`config.mk`:
```
export PLATFORM = sky130hd
export DESIGN_NAME = frb_ctrl
export DESIGN_NICKNAME = d
export VERILOG_FILES = /design/src/rtl/frb_pkg.sv /design/src/rtl/frb_ctrl.sv
export SDC_FILE = /design/constraint.sdc
export NUM_CORES = 1
export LEC_CHECK = 0
export ABC_AREA = 1
export BUFFER_PORTS_ARGS = -buffer_cell sky130_fd_sc_hd__buf_4
export CORE_MARGIN = 2
export CORE_UTILIZATION = 49
export CTS_CLUSTER_DIAMETER = 100
export CTS_CLUSTER_SIZE = 25
export DETAILED_ROUTE_END_ITERATION = 16
export GPL_TIMING_DRIVEN = 0
export PLACE_DENSITY = 0.76
export SLEW_MARGIN = 25
export SYNTH_ARGS = -nofsm -noshare
export SYNTH_HDL_FRONTEND = slang
export SYNTH_SLANG_ARGS = --single-unit
```
`constraint.sdc`:
```
create_clock -name i_clk -period 10.14 [get_ports i_clk]
set_input_delay 1.014 -clock i_clk [delete_from_list [all_inputs] [get_ports i_clk]]
set_output_delay 1.014 -clock i_clk [all_outputs]
set_load 0.01 [all_outputs]
```
`src/rtl/frb_pkg.sv`:
```
// ----------------------------------------------------------------------------
// frb_pkg
// Shared types and constants of the frame ring buffer with overwrite of the
// oldest frame.
// ----------------------------------------------------------------------------
package frb_pkg;

    localparam int RING_FRAMES_DEF     = 8;
    localparam int FRAME_MAX_BYTES_DEF = 256;

    localparam int ACTION_W    = 2;
    localparam int BYTE_W      = 8;
    localparam int TIME_W      = 64;
    localparam int SEQ_W       = 32;
    localparam int CNT_W       = 32;
    localparam int LEN_OUT_W   = 9;
    localparam int DEPTH_OUT_W = 4;

    // Action codes of an input item. The unused code acts as a statistics read.
    typedef enum logic [ACTION_W-1:0] {
        ACT_PUSH  = 2'd0,
        ACT_READ  = 2'd1,
        ACT_STATS = 2'd2
    } t_action;

    typedef struct packed {
        logic                   ok;
        logic [BYTE_W-1:0]      read_byte;
        logic                   read_last;
        logic [LEN_OUT_W-1:0]   frame_len;
        logic [SEQ_W-1:0]       frame_seq;
        logic [TIME_W-1:0]      frame_time;
        logic [CNT_W-1:0]       pushes_seen;
        logic [DEPTH_OUT_W-1:0] depth_now;
        logic [CNT_W-1:0]       drops_seen;
    } t_result;

endpackage

```
`src/rtl/frb_ctrl.sv`:
```
// ----------------------------------------------------------------------------
// frb_ctrl
// Control of the frame ring: slot pointers, counters, read and modify of the
// byte and header memories, and the output register.
// ----------------------------------------------------------------------------
module frb_ctrl #(
    parameter int RING_FRAMES     = frb_pkg::RING_FRAMES_DEF,
    parameter int FRAME_MAX_BYTES = frb_pkg::FRAME_MAX_BYTES_DEF,
    parameter int SLOT_W          = $clog2(RING_FRAMES + 1),
    parameter int OFF_W           = $clog2(FRAME_MAX_BYTES + 1),
    parameter int BADDR_W         = $clog2((RING_FRAMES + 1) * FRAME_MAX_BYTES),
    parameter int HDR_W           = frb_pkg::TIME_W + frb_pkg::SEQ_W + OFF_W
) (
    input  logic                          i_clk,
    input  logic                          i_rst_n,
    input  logic                          i_valid,
    output logic                          o_ready,
    input  logic [frb_pkg::ACTION_W-1:0]  i_action,
    input  logic [frb_pkg::BYTE_W-1:0]    i_push_byte,
    input  logic                          i_frame_end,
    input  logic [frb_pkg::TIME_W-1:0]    i_push_time,
    output logic                          o_bm_we,
    output logic [BADDR_W-1:0]            o_bm_waddr,
    output logic [frb_pkg::BYTE_W-1:0]    o_bm_wdata,
    output logic                          o_bm_re,
    output logic [BADDR_W-1:0]            o_bm_raddr,
    input  logic [frb_pkg::BYTE_W-1:0]    i_bm_rdata,
    output logic                          o_hm_we,
    output logic [SLOT_W-1:0]             o_hm_waddr,
    output logic [HDR_W-1:0]              o_hm_wdata,
    output logic                          o_hm_re,
    output logic [SLOT_W-1:0]             o_hm_raddr,
    input  logic [HDR_W-1:0]              i_hm_rdata,
    output logic                          o_valid,
    input  logic                          i_ready,
    output frb_pkg::t_result              o_res
);

    import frb_pkg::*;

    localparam int SLOT_COUNT = RING_FRAMES + 1;
    localparam int QW         = $clog2(RING_FRAMES + 1);

    typedef enum logic [2:0] {
        S_IDLE  = 3'b001,
        S_FETCH = 3'b010,
        S_HOLD  = 3'b100
    } t_state;

    t_state              r_state, n_state;
    logic [SLOT_W-1:0]   r_wr_slot, n_wr_slot;
    logic [SLOT_W-1:0]   r_head, n_head;
    logic [QW-1:0]       r_queued, n_queued;
    logic [OFF_W-1:0]    r_fill, n_fill;
    logic [OFF_W-1:0]    r_rd_off, n_rd_off;
    logic [SEQ_W-1:0]    r_seq, n_seq;
    logic [CNT_W-1:0]    r_commits, n_commits;
    logic [CNT_W-1:0]    r_drops, n_drops;
    logic [OFF_W-1:0]    r_fetch_off, n_fetch_off;
    t_result             r_pend, n_pend;
    t_result             r_out, n_out;
    logic                r_out_valid, n_out_valid;

    logic                out_free;
    logic [OFF_W-1:0]    off_cl;
    logic                fill_room;
    logic [OFF_W-1:0]    fill_after;
    logic [SEQ_W-1:0]    seq_inc;
    logic [SEQ_W-1:0]    seq_next;
    logic [OFF_W-1:0]    hm_len;
    logic [SEQ_W-1:0]    hm_seq;
    logic [TIME_W-1:0]   hm_time;
    logic                last;
    t_result             res;
    logic                res_load;

    function automatic logic [SLOT_W-1:0] next_slot(input logic [SLOT_W-1:0] s);
        next_slot = (s == SLOT_W'(SLOT_COUNT - 1)) ? '0 : s + SLOT_W'(1);
    endfunction

    function automatic logic [BADDR_W-1:0] byte_addr(input logic [SLOT_W-1:0] s,
                                                     input logic [OFF_W-1:0]  off);
        byte_addr = BADDR_W'(s) * BADDR_W'(FRAME_MAX_BYTES) + BADDR_W'(off);
    endfunction

    assign out_free   = !r_out_valid || i_ready;
    assign off_cl     = (r_rd_off >= OFF_W'(FRAME_MAX_BYTES)) ?
                        OFF_W'(FRAME_MAX_BYTES - 1) : r_rd_off;
    assign fill_room  = r_fill < OFF_W'(FRAME_MAX_BYTES);
    assign fill_after = fill_room ? r_fill + OFF_W'(1) : r_fill;
    assign seq_inc    = r_seq + SEQ_W'(1);
    // Sequence zero is reserved, so the counter skips it on wrap.
    assign seq_next   = (seq_inc == '0) ? SEQ_W'(1) : seq_inc;
    assign hm_len     = i_hm_rdata[OFF_W-1:0];
    assign hm_seq     = i_hm_rdata[OFF_W +: SEQ_W];
    assign hm_time    = i_hm_rdata[OFF_W + SEQ_W +: TIME_W];
    assign last       = ({1'b0, r_fetch_off} + (OFF_W + 1)'(1)) >= {1'b0, hm_len};

    assign o_ready    = (r_state == S_IDLE);

    assign o_bm_waddr = byte_addr(r_wr_slot, r_fill);
    assign o_bm_wdata = i_push_byte;
    assign o_bm_raddr = byte_addr(r_head, off_cl);
    assign o_hm_waddr = r_wr_slot;
    assign o_hm_wdata = {i_push_time, seq_next, fill_after};
    assign o_hm_raddr = r_head;

    always_comb begin
        n_state     = r_state;
        n_wr_slot   = r_wr_slot;
        n_head      = r_head;
        n_queued    = r_queued;
        n_fill      = r_fill;
        n_rd_off    = r_rd_off;
        n_seq       = r_seq;
        n_commits   = r_commits;
        n_drops     = r_drops;
        n_fetch_off = r_fetch_off;
        n_pend      = r_pend;
        n_out       = r_out;
        n_out_valid = r_out_valid && !i_ready;
        o_bm_we     = 1'b0;
        o_bm_re     = 1'b0;
        o_hm_we     = 1'b0;
        o_hm_re     = 1'b0;
        res         = '0;
        res_load    = 1'b0;

        case (r_state)
            S_IDLE: begin
                if (i_valid) begin
                    case (t_action'(i_action))
                        ACT_PUSH: begin
                            res.ok   = 1'b1;
                            res_load = 1'b1;
                            o_bm_we  = fill_room;
                            n_fill   = fill_after;
                            if (i_frame_end) begin
                                o_hm_we   = 1'b1;
                                n_commits = r_commits + CNT_W'(1);
                                n_seq     = seq_next;
                                n_wr_slot = next_slot(r_wr_slot);
                                n_fill    = '0;
                                if (r_queued >= QW'(RING_FRAMES)) begin
                                    // Full ring: the oldest frame is overwritten.
                                    n_head   = next_slot(r_head);
                                    n_drops  = r_drops + CNT_W'(1);
                                    n_rd_off = '0;
                                end else begin
                                    n_queued = r_queued + QW'(1);
                                end
                            end
                        end
                        ACT_READ: begin
                            if (r_queued == '0) begin
                                res_load = 1'b1;
                            end else begin
                                o_bm_re     = 1'b1;
                                o_hm_re     = 1'b1;
                                n_fetch_off = off_cl;
                                n_state     = S_FETCH;
                            end
                        end
                        default: begin
                            res.ok          = 1'b1;
                            res.pushes_seen = r_commits;
                            res.depth_now   = DEPTH_OUT_W'(r_queued);
                            res.drops_seen  = r_drops;
                            res_load        = 1'b1;
                        end
                    endcase
                end
            end
            S_FETCH: begin
                res.ok         = 1'b1;
                res.read_byte  = i_bm_rdata;
                res.read_last  = last;
                res.frame_len  = LEN_OUT_W'(hm_len);
                res.frame_seq  = hm_seq;
                res.frame_time = hm_time;
                res_load       = 1'b1;
                n_state        = S_IDLE;
                if (last) begin
                    n_head   = next_slot(r_head);
                    n_queued = r_queued - QW'(1);
                    n_rd_off = '0;
                end else begin
                    n_rd_off = r_fetch_off + OFF_W'(1);
                end
            end
            S_HOLD: begin
                if (out_free) begin
                    n_out       = r_pend;
                    n_out_valid = 1'b1;
                    n_state     = S_IDLE;
                end
            end
            default: begin
                n_state = S_IDLE;
            end
        endcase

        // A result goes straight to the output register when it is free,
        // otherwise it waits in the pending register.
        if (res_load) begin
            if (out_free) begin
                n_out       = res;
                n_out_valid = 1'b1;
            end else begin
                n_pend  = res;
                n_state = S_HOLD;
            end
        end
    end

    always_ff @(posedge i_clk) begin
        if (!i_rst_n) begin
            r_state     <= S_IDLE;
            r_wr_slot   <= '0;
            r_head      <= '0;
            r_queued    <= '0;
            r_fill      <= '0;
            r_rd_off    <= '0;
            r_seq       <= '0;
            r_commits   <= '0;
            r_drops     <= '0;
            r_out_valid <= 1'b0;
        end else begin
            r_state     <= n_state;
            r_wr_slot   <= n_wr_slot;
            r_head      <= n_head;
            r_queued    <= n_queued;
            r_fill      <= n_fill;
            r_rd_off    <= n_rd_off;
            r_seq       <= n_seq;
            r_commits   <= n_commits;
            r_drops     <= n_drops;
            r_out_valid <= n_out_valid;
        end
    end

    always_ff @(posedge i_clk) begin
        r_fetch_off <= n_fetch_off;
        r_pend      <= n_pend;
        r_out       <= n_out;
    end

    assign o_valid = r_out_valid;
    assign o_res   = r_out;

    a_queued_bound: assert property (@(posedge i_clk) disable iff (!i_rst_n)
        r_queued <= QW'(RING_FRAMES))
        else $error("frame count exceeds the ring size");

    a_fill_bound: assert property (@(posedge i_clk) disable iff (!i_rst_n)
        r_fill <= OFF_W'(FRAME_MAX_BYTES))
        else $error("fill offset beyond the frame limit");

    a_read_nonempty: assert property (@(posedge i_clk) disable iff (!i_rst_n)
        o_bm_re |-> (r_queued != '0))
        else $error("memory read issued on an empty ring");

    a_fetch_after_idle: assert property (@(posedge i_clk) disable iff (!i_rst_n)
        (r_state == S_FETCH) |-> ($past(r_state) == S_IDLE && $past(o_bm_re)))
        else $error("fetch state without a preceding read");

    a_commit_seq: assert property (@(posedge i_clk) disable iff (!i_rst_n)
        o_hm_we |=> (r_seq != '0))
        else $error("committed frame carries sequence zero");

endmodule

```
==> metrics.md <==
| Metric | Value |
|---|---|
| Post-DP HPWL | ~51000 um |
| Syn avg cell area | 8.47 um2 |
| Initial antenna violation count | 1 |
| Core box area | ~46000 um2 |
| RSZ-0062 raised after global routing | no |
| I/O pins | 526 |
| H-tree depth | 1 |
| Number of post-CTS setup repair buffers | 0 |
| Largest net degree at the start of global routing | 27 |
| Asr flop ratio synth | 0 |
| Worst-Skew Late Latency | 0.58 ns |
| GRT overflow | 0 |
| Vias in the first global route | 19283 |
| Main flop type after synthesis | dfxtp_1 |
| Worst vdd ir | 113 uV |
| Mapped Cells | approximately 2700 |
| Hold WC Path Type | register to register |
| Die area | 48600 um2 |
| EDFF count, synth | roughly 190 |
| Final setup fails | 0 |
| TritonCTS Sinks | between 500 and 600 |
| Row cnt | 79 |
| Crit start category | register |
| Chip Height | 220 um |
| Num CTS Buffers | 24 |
| WL/cell | 17.6 um |
| Final setup TNS | 0 ns |
| Final hold violations | 0 |
| Pins Over Slew Limit | 0 |
| PortBufs | 452 |
| Leak | roughly 12 nW |
| R2R setup slack | ~7.1 ns |
| First drt pass iteration count | 5 |
| Final min period | 4.11 ns |
| Cell area power density | 137 nW/um2 |
| Rel. slew slack | 0.431 |
| CP Capture Type | primary output |
| Worst EP arrival | roughly 3.1 ns |
| Clock tree from TritonCTS | done |
| CP Class | register to primary output |
| Crit share post-route | 0.406 |
| Hold buffers post-CTS | 0 |
| All-Layer GR Usage | 0.265 |
| Ratio of cells with drive above 1 in the final layout | 0.205 |
| Vias post-DR | slightly above 20000 |
| Yosys reg bits | 505 |
| Post-route ant nets | 0 |
| Worst Setup Slack, final | 6.03 ns |
| Clk pin slew, worst setup/hold paths | between 0.1 and 0.15 ns |
| Final nets | 3415 |
| Total Wirelength | 67400 um |
| Most common cell after layout, fill and taps aside | nand2_1 |
| Root buf cell | clkbuf_16 |
| Worst slack at placement | 6.36 ns |
| Hold Path End | r_commits[30] |
| Die span in x | about 220 um |
| DP Area | 27400 um2 |
| Clock buffer depth | 3 |
| Post-CTS sizing | 0 |
| Area Growth Syn to Fin | 22.3% |
| CP max FO | 8 |
| Starting Density | 0.495 |
| End of the worst register-to-register path | o_hm_raddr[3] |
| Residual DRC count | 0 |
| Critical hold path startpoint | r_commits[30] |
| Clock skew | 0.0188 ns |
| Vias per inst | 5.26 |
| DRT iter0 DRCs | 1604 |
| Fmax | 243 MHz |
| Worst-Margin Slew | approximately 0.85 ns |
| GP Congestion | 0.930 |
| # Max-Cap Violations | 0 |
| Post-route cell area | 28100 um2 |
| Seq/Total Area, Yosys | 0.524 |
| Cell variety after synth | 52 |
| Post-synthesis cell area | between 20000 and 25000 um2 |
| Hold depth | 2 |
| Most frequent cells in the layout | nand2_1, buf_4, nor2_1 |
| WP data required | 9.13 ns |
| Worst r2r path cells | 16 |
| Status | finished, final reports clean |
| Start of the worst register-to-register path | r_fetch_off[0] |
| Final core occ | 0.606 |
| First-pass GRT wire length | 102000 um |
| YS warnings | 0 |
[registers in the layout, summed over array words and instances (netlist names)]
name	cells
r_fill	9
o_hm_raddr	4
r_drops	32
o_hm_waddr	4
o_res	183
o_valid	1
r_queued	4
r_state	3
r_commits	32
r_fetch_off	9
r_rd_off	9
r_seq	32
r_pend	183
[logic make-up (layout without fill, tap and decap cells)]
| kind of cell | count (synthesis) | after routing | synth area share |
|---|---|---|---|
| adder cells (fa/ha/maj) | 25 | 25 | 0.0139 |
| AND/OR/NAND/NOR | 1164 | 1164 | 0.212 |
| XOR/XNOR | 44 | 44 | 0.0168 |
| buffers and inverters | 505 | 1010 | 0.101 |
| AO/OA/AOI/OAI | 352 | 352 | 0.0828 |
| flip-flops | 505 | 505 | 0.524 |
| other | 1 | 3 | 0.000163 |
| multiplexers | 114 | 114 | 0.0497 |
[metal layers]
metal  vias to the layer above  global-route usage  share of wire
li1                       9727                   -              -
met1                      9545               0.340           0.41
met2                       767               0.462           0.48
met3                        78              0.0528          0.084
met4                         2              0.0595          0.019
met5                         -                   0        0.00024
[stage by stage]
step,cells,hold slack (ns),power (mW)
floorplan,2711,0.445,2.50
global placement,3770,0.451,2.75
detailed placement,3779,0.455,2.76
CTS,3823,0.472,3.87
global route,3823,0.510,3.99
finish,3824,0.475,3.84
[worst max-delay path: stages, from the launching register on]
cell     delay [ns]
dfxtp_1        0.50
ha_1           0.24
nand2_1        0.09
nor2_1         0.23
nand2_1        0.13
nor2_2         0.34
nand2_1        0.09
nand2_1        0.07
nand2_1        0.09
nor2_1         0.14
nand2_1        0.09
nor2_1         0.11
nand3_1        0.13
nand2_1        0.14
buf_4          0.14
[how the worst max path moves through the flow]
stage              from             to  slack [ns]  cells past startpoint
6_report       r_seq[0]  o_hm_wdata[9]        6.03                     14
5_1_grt        r_seq[0]  o_hm_wdata[9]        5.79                     14
4_1_cts        r_seq[0]  o_hm_wdata[9]        6.01                     14
3_5_place_dp    i_ready     r_pend[49]        6.36                      9
3_3_place_gp    i_ready     r_pend[49]       -4.36                      5
2_1_floorplan   i_ready      r_pend[0]        0.10                      4
[where the power goes]
group / total [mW] / switching (mW) / leakage (nW) / internal (mW)
Clock: 1.13 / 0.654 / 0.340 / 0.473
Combinational: 0.492 / 0.270 / 6.92 / 0.222
Sequential: 2.22 / 0.0480 / 4.35 / 2.18
Total: 3.84 / 0.972 / 11.6 / 2.87
[layout make-up]
cell class / count / area (um2)
multi-input combinational: 1701 / 8620
fill: 4041 / 18300
tap: 607 / 759
sequential: 505 / 12000
clock inverter: 2 / 25.0
clock buffer: 42 / 689
inverter: 303 / 1140
buffer: 202 / 1180
antenna: 1 / 2.50
timing repair buffer: 461 / 3630
[cells in the mapped netlist, drive strengths merged (4+ instances only)]
cell | count | share of area
nor4 | 8 | 0.0028
a31oi | 71 | 0.019
ha | 24 | 0.013
a211oi | 4 | 0.0015
xor2 | 35 | 0.013
nand2 | 596 | 0.098
xnor2 | 9 | 0.0034
edfxtp | 192 | 0.25
inv | 300 | 0.049
nor3b | 4 | 0.0015
nor3 | 100 | 0.024
a21oi | 77 | 0.017
dfxtp | 313 | 0.27
nor2 | 360 | 0.062
clkbuf | 67 | 0.011
nand3 | 68 | 0.016
o21ai | 191 | 0.042
buf | 135 | 0.041
mux2i | 114 | 0.050
nand4 | 22 | 0.0063
Power figures use the tool's default switching activity.
