[config.mk]
export PLATFORM = sky130hd
export DESIGN_NAME = frb_ram
export DESIGN_NICKNAME = d
export VERILOG_FILES = /design/src/rtl/frb_ram.sv
export SDC_FILE = /design/constraint.sdc
export NUM_CORES = 1
export LEC_CHECK = 0
export BUFFER_PORTS_ARGS = -buffer_cell sky130_fd_sc_hd__buf_2
export CAP_MARGIN = 20
export CORE_UTILIZATION = 35
export DETAILED_ROUTE_END_ITERATION = 6
export PLACE_DENSITY = 0.57
export RECOVER_POWER = 50
export SLEW_MARGIN = 5
export SYNTH_ARGS = -nofsm -noshare
export SYNTH_HDL_FRONTEND = slang
export SYNTH_SLANG_ARGS = --single-unit
[constraint.sdc]
create_clock -name i_clk -period 2 [get_ports i_clk]
set_input_delay 0.2 -clock i_clk [delete_from_list [all_inputs] [get_ports i_clk]]
set_output_delay 0.2 -clock i_clk [all_outputs]
set_load 0.1 [all_outputs]
[src/rtl/frb_ram.sv]
// ----------------------------------------------------------------------------
// frb_ram
// Simple dual-port synchronous RAM: one write port, one read port with a
// registered read.
// ----------------------------------------------------------------------------
module frb_ram #(
    parameter int DEPTH  = 9,
    parameter int DATA_W = 8,
    parameter int ADDR_W = $clog2(DEPTH)
) (
    input  logic              i_clk,
    input  logic              i_we,
    input  logic [ADDR_W-1:0] i_waddr,
    input  logic [DATA_W-1:0] i_wdata,
    input  logic              i_re,
    input  logic [ADDR_W-1:0] i_raddr,
    output logic [DATA_W-1:0] o_rdata
);

    logic [DATA_W-1:0] r_mem [DEPTH];

    always_ff @(posedge i_clk) begin
        if (i_we) begin
            r_mem[i_waddr] <= i_wdata;
        end
    end

    always_ff @(posedge i_clk) begin
        if (i_re) begin
            o_rdata <= r_mem[i_raddr];
        end
    end

endmodule

==> out/qor.txt, run 1 <==
======================================================================================
Via count of the first global-routing pass ..............................         1671
Fraction of final layout cells with drive strength greater than 1 .......        0.267
Switching part of the total power .......................................        0.238
H-tree depth ............................................................            3
Worst skew pair latency .................................................       340 ps
Delay of the slowest cell on the worst path .............................       430 ps
Synth Area in XOR/XNOR ..................................................            0
Largest clock skew in the final design ..................................      5.33 ps
Floorplan die height ....................................................      96.8 µm
Post-synthesis sequential area ratio ....................................        0.764
Data arrival, critical path .............................................      1120 ps
Final Critical Period ...................................................      1320 ps
Total Neg Setup Slack ...................................................         0 ps
Half-perimeter wire length after detailed placement .....................      3710 µm
Worst slew pin tran .....................................................       655 ps
Gate count of the mapped netlist ........................................          171
Maximum fanout along the worst path .....................................            1
ANT nets after route ....................................................            0
Number of resized instances in the post-cts repair step .................            0
Drt pass-1 iters ........................................................            4
Number of antenna cells inserted ........................................            0
Growth of design area from synthesis to finish ..........................        13.5%
Number of distinct standard cells referenced by the synthesized netlist .           23
Cts bufs inserted .......................................................            9
Number of ports placed on the die boundary ..............................           27
Starting DRC count in detailed routing ..................................           70
Max_cap viols ...........................................................            0
Root buffer cell ........................................................ sky130_fd_sc_hd__clkbuf_8
Synth Register Bits .....................................................           80
Nature of the critical path endpoint .................................... primary output
Pin count of the biggest net entering global routing ....................           27
Hold Path Class ......................................................... input pin to flip-flop
Clock-pin slew on the worst setup and hold paths ........................        80 ps
Initial Utilization .....................................................        0.361
Routed wire per std cell ................................................      18.5 µm
Leakage dissipation .....................................................   0.00121 µW
Max Slew Vio Count ......................................................            0
Hold buffers post-CTS ...................................................            0
Worst VDD drop ..........................................................       359 µV
Count of filler cells inserted in the layout ............................          797
Count of warnings emitted by yosys ......................................            0
CP top delay family ..................................................... buffers and inverters
Seq. cell area ..........................................................     2400 µm²
Aggregate global-route resource usage ...................................        0.138
Max frequency ...........................................................      758 MHz
Number of rows created at floorplan .....................................           34
Outcome ................................................................. complete, no violations
Clock tree from TritonCTS ...............................................          yes
Share of the core filled with cells .....................................        0.409
Area fraction in compound gates after synthesis .........................       0.0589
Die outline area ........................................................     9370 µm²
Share of power burned in combinational logic ............................        0.085
Remaining DRCs ..........................................................            0
List of cells traversed by the critical path ............................        buf_2
Fin nets ................................................................          231
Worst-case hold slack ...................................................       227 ps
Final Hold Violating Endpoints ..........................................            0
Chip Width ..............................................................      96.8 µm
Post-route cell area ....................................................     3570 µm²
Worst Path Class, Setup ................................................. flip-flop to primary output
Number of antenna violations at the first check in global routing .......            0
Proportion of synthesized area in mux cells .............................        0.108
Final GP Congestion .....................................................        0.696
DR vias .................................................................         1597
Master of the slowest instance on the critical path ..................... sky130_fd_sc_hd__buf_2
Final routed wirelength across all metal layers .........................      6030 µm
Detail-routed via count per cell ........................................         4.91
Power density over the cells ............................................   883 nW/µm²
Number of buffers inserted by port buffering ............................           26
PnR Total Power .........................................................      3150 µW
Sequential Power Share ..................................................        0.602
Fraction of the mapped netlist area in adder cells ......................            0
Grt ovf .................................................................            0
Setup Fix Bufs, Post-CTS ................................................            0
Global-route wire length before repair ..................................      9230 µm
Crit path launch type ...................................................    flip-flop
Simple-Gate Fraction of Synth Area ......................................       0.0398
Buffer and inverter count on the worst path .............................            1
Dominant combinational cell family by area after synthesis .............. multiplexers
Number of clock sinks ...................................................           80
Part of the total power dissipated in the clock network .................        0.313
WP data required ........................................................      1800 ps
Syn Std Cell Area .......................................................     3140 µm²
Clock Path Buffers ......................................................            2
Relative slew slack .....................................................        0.563
Crit share post-route ...................................................        0.659
Internal power ..........................................................      2400 µW
Area occupied by multi-input gates ......................................      651 µm²
Endpoints failing setup .................................................            0
Area of placed instances ................................................     3430 µm²
Number of nets produced by synthesis ....................................          190
RSZ-0062 raised after global routing ....................................        false
Net switching component of the power ....................................       749 µW
Core Area ...............................................................     8720 µm²
Post-synthesis average cell area ........................................     18.4 µm²
======================================================================================
cells in the mapped netlist:
cell / number / area share
sky130_fd_sc_hd__nor2_1: 7 / 0.0084
sky130_fd_sc_hd__nand2b_1: 3 / 0.0060
sky130_fd_sc_hd__buf_12: 1 / 0.0064
sky130_fd_sc_hd__o22ai_1: 8 / 0.016
sky130_fd_sc_hd__o31ai_1: 7 / 0.017
sky130_fd_sc_hd__nand3b_1: 1 / 0.0024
sky130_fd_sc_hd__mux2i_1: 16 / 0.051
sky130_fd_sc_hd__clkbuf_8: 1 / 0.0044
sky130_fd_sc_hd__mux2_2: 16 / 0.057
sky130_fd_sc_hd__clkbuf_4: 1 / 0.0024
sky130_fd_sc_hd__nor4_1: 1 / 0.0020
sky130_fd_sc_hd__or3b_2: 1 / 0.0028
sky130_fd_sc_hd__buf_6: 1 / 0.0036
sky130_fd_sc_hd__buf_4: 1 / 0.0024
sky130_fd_sc_hd__clkdlybuf4s15_2: 1 / 0.0036
sky130_fd_sc_hd__clkbuf_2: 1 / 0.0016
sky130_fd_sc_hd__a22o_1: 8 / 0.022
sky130_fd_sc_hd__nor2b_1: 1 / 0.0020
sky130_fd_sc_hd__buf_8: 1 / 0.0048
sky130_fd_sc_hd__nor3_1: 2 / 0.0032
sky130_fd_sc_hd__o31ai_2: 1 / 0.0040
sky130_fd_sc_hd__edfxtp_1: 80 / 0.76
sky130_fd_sc_hd__nand2_1: 11 / 0.013
placed cells by master, fill, tap and decap left out, drive strengths merged, types with 7 or more instances in the layout:
| master | instances |
|---|---|
| a22o | 8 |
| o22ai | 8 |
| clkbuf | 20 |
| mux2 | 16 |
| o31ai | 8 |
| mux2i | 16 |
| nand2 | 11 |
| buf | 27 |
| nor2 | 7 |
| edfxtp | 80 |
layout make-up:
cell class | instances | area share
Tap cell | 108 | 0.0379
Timing Repair Buffer | 38 | 0.0607
Sequential cell | 80 | 0.673
Clock inverter | 7 | 0.0109
Multi-Input combinational cell | 83 | 0.182
Clock buffer | 9 | 0.0347
flip-flops by register name, summed over array words and instances, names as in the netlist:
| signal | cells |
|---|---|
| o_rdata | 8 |
| r_mem | 72 |
worst paths after layout:
kind,from,end,slack [ps],cells past startpoint
hold reg to reg,r_mem[8][1],o_rdata[1],530,2
hold / removal,i_wdata[7],r_mem[4][7],230,1
setup / recovery,o_rdata[0],o_rdata[0],680,1
setup reg to reg,r_mem[7][6],o_rdata[6],840,3
metal layers:
layer,vias up,share of wire,wire (µm),track usage
li1,765,-,-,-
met1,788,0.45,2740,0.169
met2,38,0.49,2930,0.230
met3,6,0.044,265,0.0448
met4,0,0.014,87,0.0482
met5,-,0,0,0
kinds of logic (layout without fill, tap and decap cells):
logic type	after synthesis	after routing
buf+inv	8	54
flops	80	80
mux	32	32
simple gates	27	27
compound gates	24	24
through the flow:
stage	worst slack [ps]	cells
5_1_grt	621	325
2_1_floorplan	306	171
3_5_place_dp	456	309
4_1_cts	642	325
6_report	681	325
3_3_place_gp	488	309
power groups by stage:
stage	logic [µW]	clock network [µW]	registers (µW)
after floorplan	111	0	2020
after global placement	270	0	1940
after detailed placement	274	0	1940
after CTS	275	1010	1900
after global routing	284	1080	1900
final	268	985	1900
No activity file was read; power rests on OpenSTA's default activity.
==> run 2, diff against run 1 <==
- clock period: 2 -> 1.3 ns (I/O delays scaled with it)
==> run 2 against run 1 <==
Effect of this change:
- count of clock-buffer cells in the layout did not move
- critical path depth did not move
- combinational power rose by 65%
- non-clock buffer count rose by 10
- final cell count rose by 2.2%
- clock skew rose by 1.8 ps
==> out/qor.txt, run 2 (same netlist as run 1, synthesis figures left out) <==
================================================================================
Share of the core filled with cells ...............................        0.422   +0.0132
Crit share post-route .............................................        0.940
Max frequency .....................................................      818 MHz
Leakage dissipation ...............................................   0.00128 µW   +6.1%
Chip Width ........................................................      96.8 µm   unchanged
ANT nets after route ..............................................            0   unchanged
Worst skew pair latency ...........................................       340 ps   about the same
Fraction of final layout cells with drive strength greater than 1 .        0.313   +0.0452
Crit path launch type .............................................    flip-flop
Number of clock sinks .............................................           80   unchanged
Final routed wirelength across all metal layers ...................      6200 µm   +2.8%
Data arrival, critical path .......................................      1090 ps   -30 ps
Nature of the critical path endpoint .............................. primary output
Buffer and inverter count on the worst path .......................            1   unchanged
Half-perimeter wire length after detailed placement ...............      4260 µm   +15%
Initial Utilization ...............................................        0.361   unchanged
Outcome ........................................................... complete, no violations
Master of the slowest instance on the critical path ............... sky130_fd_sc_hd__buf_2
Relative slew slack ...............................................        0.552   -0.0106
Number of rows created at floorplan ...............................           34   unchanged
Total Neg Setup Slack .............................................         0 ps   unchanged
Via count of the first global-routing pass ........................         1722   +3.1%
Clock tree from TritonCTS .........................................          yes
Register with the highest flop count ..............................        r_mem
Number of antenna cells inserted ..................................            0   unchanged
Final GP Congestion ...............................................        0.728   +4.6%
Routed wire per std cell ..........................................      18.7 µm   +0.64%
Die outline area ..................................................     9370 µm²   unchanged
Fin nets ..........................................................          241   +4.3%
Number of antenna violations at the first check in global routing .            0   unchanged
Leading cell type in the layout, fill and taps excluded ........... sky130_fd_sc_hd__edfxtp_1
Maximum fanout along the worst path ...............................            1   unchanged
H-tree depth ......................................................            3   unchanged
CP top delay family ............................................... buffers and inverters
Largest clock skew in the final design ............................      7.14 ps   +1.80 ps
Aggregate global-route resource usage .............................        0.141   +0.00300
Pin count of the biggest net entering global routing ..............           20   -26%
WP data required ..................................................      1170 ps   -630 ps
Clock-pin slew on the worst setup and hold paths ..................        80 ps   about the same
Endpoints failing setup ...........................................            0   unchanged
Worst setup slack after layout ....................................      77.7 ps   -603 ps
Hold buffers post-CTS .............................................            0   unchanged
Hold Path Class ................................................... input pin to flip-flop
Floorplan die height ..............................................      96.8 µm   unchanged
Detail-routed via count per cell ..................................         5.01   +2.0%
Top Registers ..................................................... r_mem x72, o_rdata x8
Setup slack after placement .......................................      -101 ps   -557 ps
Worst slew pin tran ...............................................       670 ps   +14.5 ps
RSZ-0062 raised after global routing ..............................        false
Clock Path Buffers ................................................            2   unchanged
List of cells traversed by the critical path ......................        buf_2
Max reg flops .....................................................           72   unchanged
Number of ports placed on the die boundary ........................           27   unchanged
Delay of the slowest cell on the worst path .......................       420 ps   about the same
Cts bufs inserted .................................................            9   unchanged
Starting DRC count in detailed routing ............................           75   +7.1%
Core Area .........................................................     8720 µm²   unchanged
Drt pass-1 iters ..................................................            4   unchanged
Grt ovf ...........................................................            0   unchanged
Max Slew Vio Count ................................................            0   unchanged
Worst VDD drop ....................................................       606 µV   +69%
Final Hold Violating Endpoints ....................................            0   unchanged
DR vias ...........................................................         1664   +4.2%
Growth of design area from synthesis to finish ....................        17.1%
Root buffer cell .................................................. sky130_fd_sc_hd__clkbuf_8
Number of buffers inserted by port buffering ......................           26   unchanged
Power density over the cells ......................................  1370 nW/µm²   +55%
Max_cap viols .....................................................            0   unchanged
Global-route wire length before repair ............................      9660 µm   +4.6%
Remaining DRCs ....................................................            0   unchanged
Worst Path Class, Setup ........................................... flip-flop to primary output
Final Critical Period .............................................      1220 ps
Commonest cells after routing, fill and taps aside ................ sky130_fd_sc_hd__edfxtp_1 (80), sky130_fd_sc_hd__buf_4 (19), sky130_fd_sc_hd__mux2i_1 (16), sky130_fd_sc_hd__mux2_2 (16), sky130_fd_sc_hd__buf_2 (14)
================================================================================
-- run 2: cell types whose count changed in the layout (fill, tap and decap cells not counted), sizes merged --
| cell | before | now |
|---|---|---|
| buf | 27 | 35 |
| bufinv | 0 | 1 |
| clkbuf | 20 | 22 |
| clkinv | 4 | 2 |
| clkinvlp | 3 | 0 |
| inv | 0 | 1 |
-- run 2: path summary, 6_finish.rpt --
check               from          end  slack (ps)  depth (start not counted)
min reg2reg  r_mem[8][1]   o_rdata[1]         530                          2
max           o_rdata[7]   o_rdata[7]          80                          1
min           i_wdata[0]  r_mem[6][0]         180                          1
max reg2reg  r_mem[5][2]   o_rdata[2]         110                          3
-- run 2: cell type report --
type	instances	area (µm²)
multi-input cells	83	661
clock inverters	4	47.5
flip-flops and latches	80	2400
well taps	108	135
clock buffers	9	124
fillers	796	5040
repair buffers	48	313
-- run 2: stage by stage --
step / area [µm²] / hold WS [ps] / instances / total power, µW
3_5_place_dp: 3520 / 444 / 319 / 3430
6_report: 3680 / 181 / 332 / 5050
2_1_floorplan: 3160 / 229 / 171 / 3280
3_3_place_gp: 3520 / 444 / 319 / 3430
4_1_cts: 3700 / 78.4 / 332 / 5110
5_1_grt: 3680 / 186 / 332 / 5210
-- run 2: timing repair --
action	CTS	global route
setup buffers	0	0
setup endpoints to repair	1	2
resized for setup	1	2
hold endpoints to repair	0	0
-- run 2: routing by layer --
metal,track usage,routed length [µm]
met1,0.183,2870
met2,0.225,2990
met4,0.0448,55
met3,0.0470,278
met5,0,0
-- run 2: report_power, final --
part / switching (µW) / internal (µW) / total [µW]
Clock: 836 / 853 / 1690
Combinational: 300 / 143 / 443
Sequential: 16.0 / 2910 / 2920
Total: 1150 / 3900 / 5050
==> run 3, diff against run 2 <==
- CELL_PAD_IN_SITES_DETAIL_PLACEMENT: default -> 0
- CELL_PAD_IN_SITES_GLOBAL_PLACEMENT: default -> 1
- CORE_MARGIN: default -> 10
- PLACE_DENSITY: 0.57 -> 0.63
==> run 3 against run 2 <==
Effect of this change:
- non-clock buffer count is 1 higher
- highest routed layer unchanged
- wire length rose by 2.9%
- count of clock-buffer cells in the layout increased by 2
- sequential share of layout area down 0.067 points
- global-route usage decreased by 4.1 points
- core utilization is essentially flat
- clock skew up 1.6 ps
- first-iteration DRC count did not move
- final cell count grew 0.90%
==> out/qor.txt, run 3 (same netlist as run 1, synthesis figures left out) <==
================================================================================
Outcome ........................................................... complete, no violations
CP top delay family ............................................... buffers and inverters
Commonest cells after routing, fill and taps aside ................ sky130_fd_sc_hd__edfxtp_1 (80), sky130_fd_sc_hd__buf_4 (23), sky130_fd_sc_hd__mux2i_1 (16), sky130_fd_sc_hd__mux2_2 (16), sky130_fd_sc_hd__buf_2 (13)
Core Area .........................................................     8720 µm²   unchanged
Remaining DRCs ....................................................            0   unchanged
Grt ovf ...........................................................            0   unchanged
Max_cap viols .....................................................            0   unchanged
Aggregate global-route resource usage .............................        0.101   -0.0407
Final Critical Period .............................................      1210 ps   -12.7 ps
Worst Path Class, Setup ........................................... flip-flop to primary output
Area of placed instances ..........................................     3520 µm²   -0.14%
Worst VDD drop ....................................................       388 µV   -36%
Share of power burned in combinational logic ......................        0.087   about the same
Number of rows created at floorplan ...............................           34   unchanged
Cell Count Post-Placement .........................................          320   +0.31%
Hold buffers post-CTS .............................................            0   unchanged
Crit Reg-Reg Startpoint ...........................................  r_mem[7][3]
Number of antenna cells inserted ..................................            0   unchanged
Drt pass-1 iters ..................................................            4   unchanged
Leakage dissipation ...............................................   0.00128 µW   about the same
Master of the slowest instance on the critical path ............... sky130_fd_sc_hd__buf_2
Via count of the first global-routing pass ........................         1781   +3.4%
Total Neg Setup Slack .............................................         0 ps   unchanged
Startpoint of the most critical hold path .........................   i_wdata[5]
Power density over the cells ......................................  1380 nW/µm²   +0.32%
Die outline area ..................................................    13200 µm²   +41%
Max Slew Vio Count ................................................            0   unchanged
Number of ports placed on the die boundary ........................           27   unchanged
Hold Path Class ................................................... input pin to flip-flop
DR vias ...........................................................         1657   -0.42%
Leading cell type in the layout, fill and taps excluded ........... sky130_fd_sc_hd__edfxtp_1
Nature of the critical path endpoint .............................. primary output
Routed wire per std cell ..........................................      19.0 µm   +2.0%
Root buffer cell .................................................. sky130_fd_sc_hd__clkbuf_8
Delay of the slowest cell on the worst path .......................       420 ps   about the same
Internal power ....................................................      3920 µW   +0.39%
Clock tree from TritonCTS .........................................          yes
ANT nets after route ..............................................            0   unchanged
Switching part of the total power .................................        0.228   +0.000297
Detail-routed via count per cell ..................................         4.95   -1.3%
Relative slew slack ...............................................        0.567   +0.0144
Pin count of the biggest net entering global routing ..............           21   +5.0%
Clock-pin slew on the worst setup and hold paths ..................        80 ps   about the same
Register with the highest flop count ..............................        r_mem
Largest clock skew in the final design ............................      8.77 ps   +1.63 ps
Floorplan die height ..............................................       115 µm   +19%
RSZ-0062 raised after global routing ..............................        false
Worst setup path startpoint .......................................   o_rdata[6]
Worst slew pin tran ...............................................       648 ps   -21.5 ps
Setup slack after placement .......................................      -112 ps   -11.1 ps
Chip Width ........................................................       115 µm   +19%
Growth of design area from synthesis to finish ....................        17.2%
Number of antenna violations at the first check in global routing .            0   unchanged
Worst setup slack after layout ....................................      90.4 ps   +12.7 ps
Net switching component of the power ..............................      1160 µW   +0.56%
Global-route wire length before repair ............................      9910 µm   +2.6%
List of cells traversed by the critical path ......................        buf_2
Crit share post-route .............................................        0.930   -0.00978
Endpoints failing setup ...........................................            0   unchanged
Half-perimeter wire length after detailed placement ...............      4420 µm   +3.9%
Maximum fanout along the worst path ...............................            1   unchanged
Starting DRC count in detailed routing ............................           75   unchanged
Initial Utilization ...............................................        0.361   unchanged
Top Registers ..................................................... r_mem x72, o_rdata x8
Max reg flops .....................................................           72   unchanged
Number of clock sinks .............................................           80   unchanged
Worst-case hold slack .............................................       179 ps   -2.31 ps
Data arrival, critical path .......................................      1080 ps   about the same
Number of buffers inserted by port buffering ......................           26   unchanged
Max frequency .....................................................      827 MHz   +1.1%
Final Hold Violating Endpoints ....................................            0   unchanged
Setup Fix Bufs, Post-CTS ..........................................            0   unchanged
Part of the total power dissipated in the clock network ...........        0.338   +0.004
Fin nets ..........................................................          242   +0.41%
Final routed wirelength across all metal layers ...................      6380 µm   +2.9%
Clock Path Buffers ................................................            2   unchanged
Final GP Congestion ...............................................        0.731   +0.38%
Sequential Power Share ............................................        0.576   -0.002
WP data required ..................................................      1170 ps   about the same
Buffer and inverter count on the worst path .......................            1   unchanged
Worst skew pair latency ...........................................       340 ps   about the same
Fraction of final layout cells with drive strength greater than 1 .        0.313   about the same
H-tree depth ......................................................            3   unchanged
Post-route non-filler standard cell count .........................          335   +0.90%
Crit path launch type .............................................    flip-flop
Post-route cell area ..............................................     3690 µm²   +0.10%
Cts bufs inserted .................................................            9   unchanged
================================================================================
run 3: cell type report:
type / count / area, µm²
fillers: 802 / 5030
flip-flops and latches: 80 / 2400
clock buffers: 11 / 131
clock inverters: 4 / 46.3
multi-input cells: 83 / 661
repair buffers: 49 / 310
well taps: 108 / 135
run 3: power by group through the flow:
| stage | combinational [µW] | sequential, µW | clock, µW |
|---|---|---|---|
| 2_1_floorplan | 171 | 3100 | 0 |
| 3_3_place_gp | 444 | 2980 | 0 |
| 3_5_place_dp | 448 | 2980 | 0 |
| 4_1_cts | 452 | 2920 | 1750 |
| 5_1_grt | 473 | 2930 | 1850 |
| 6_report | 439 | 2920 | 1710 |
run 3: repair_timing:
item                       CTS  global route
gates resized for setup      3             1
setup endpoints to repair    3             1
hold endpoints to repair     0             0
pin swaps                    0             0
run 3: path summary, 6_finish.rpt:
kind	endpoint	slack (ps)	cells after the start
hold reg to reg	o_rdata[5]	520	2
hold / removal	r_mem[4][5]	180	1
setup reg to reg	o_rdata[3]	140	3
setup / recovery	o_rdata[6]	90	1
run 3: per-layer routing:
metal  share of wire  vias to the layer above  GRT usage
li1                -                      781          -
met3           0.064                        5     0.0266
met1            0.48                      820      0.138
met2            0.45                       51      0.146
met4          0.0077                        0     0.0470
met5               0                        -          0
run 3: per-stage QoR:
stage / power, µW / utilization
after floorplan: 3280 / -
after global placement: 3420 / 0.404
after detailed placement: 3430 / 0.404
after CTS: 5120 / 0.425
after global routing: 5250 / 0.423
final: 5070 / 0.423
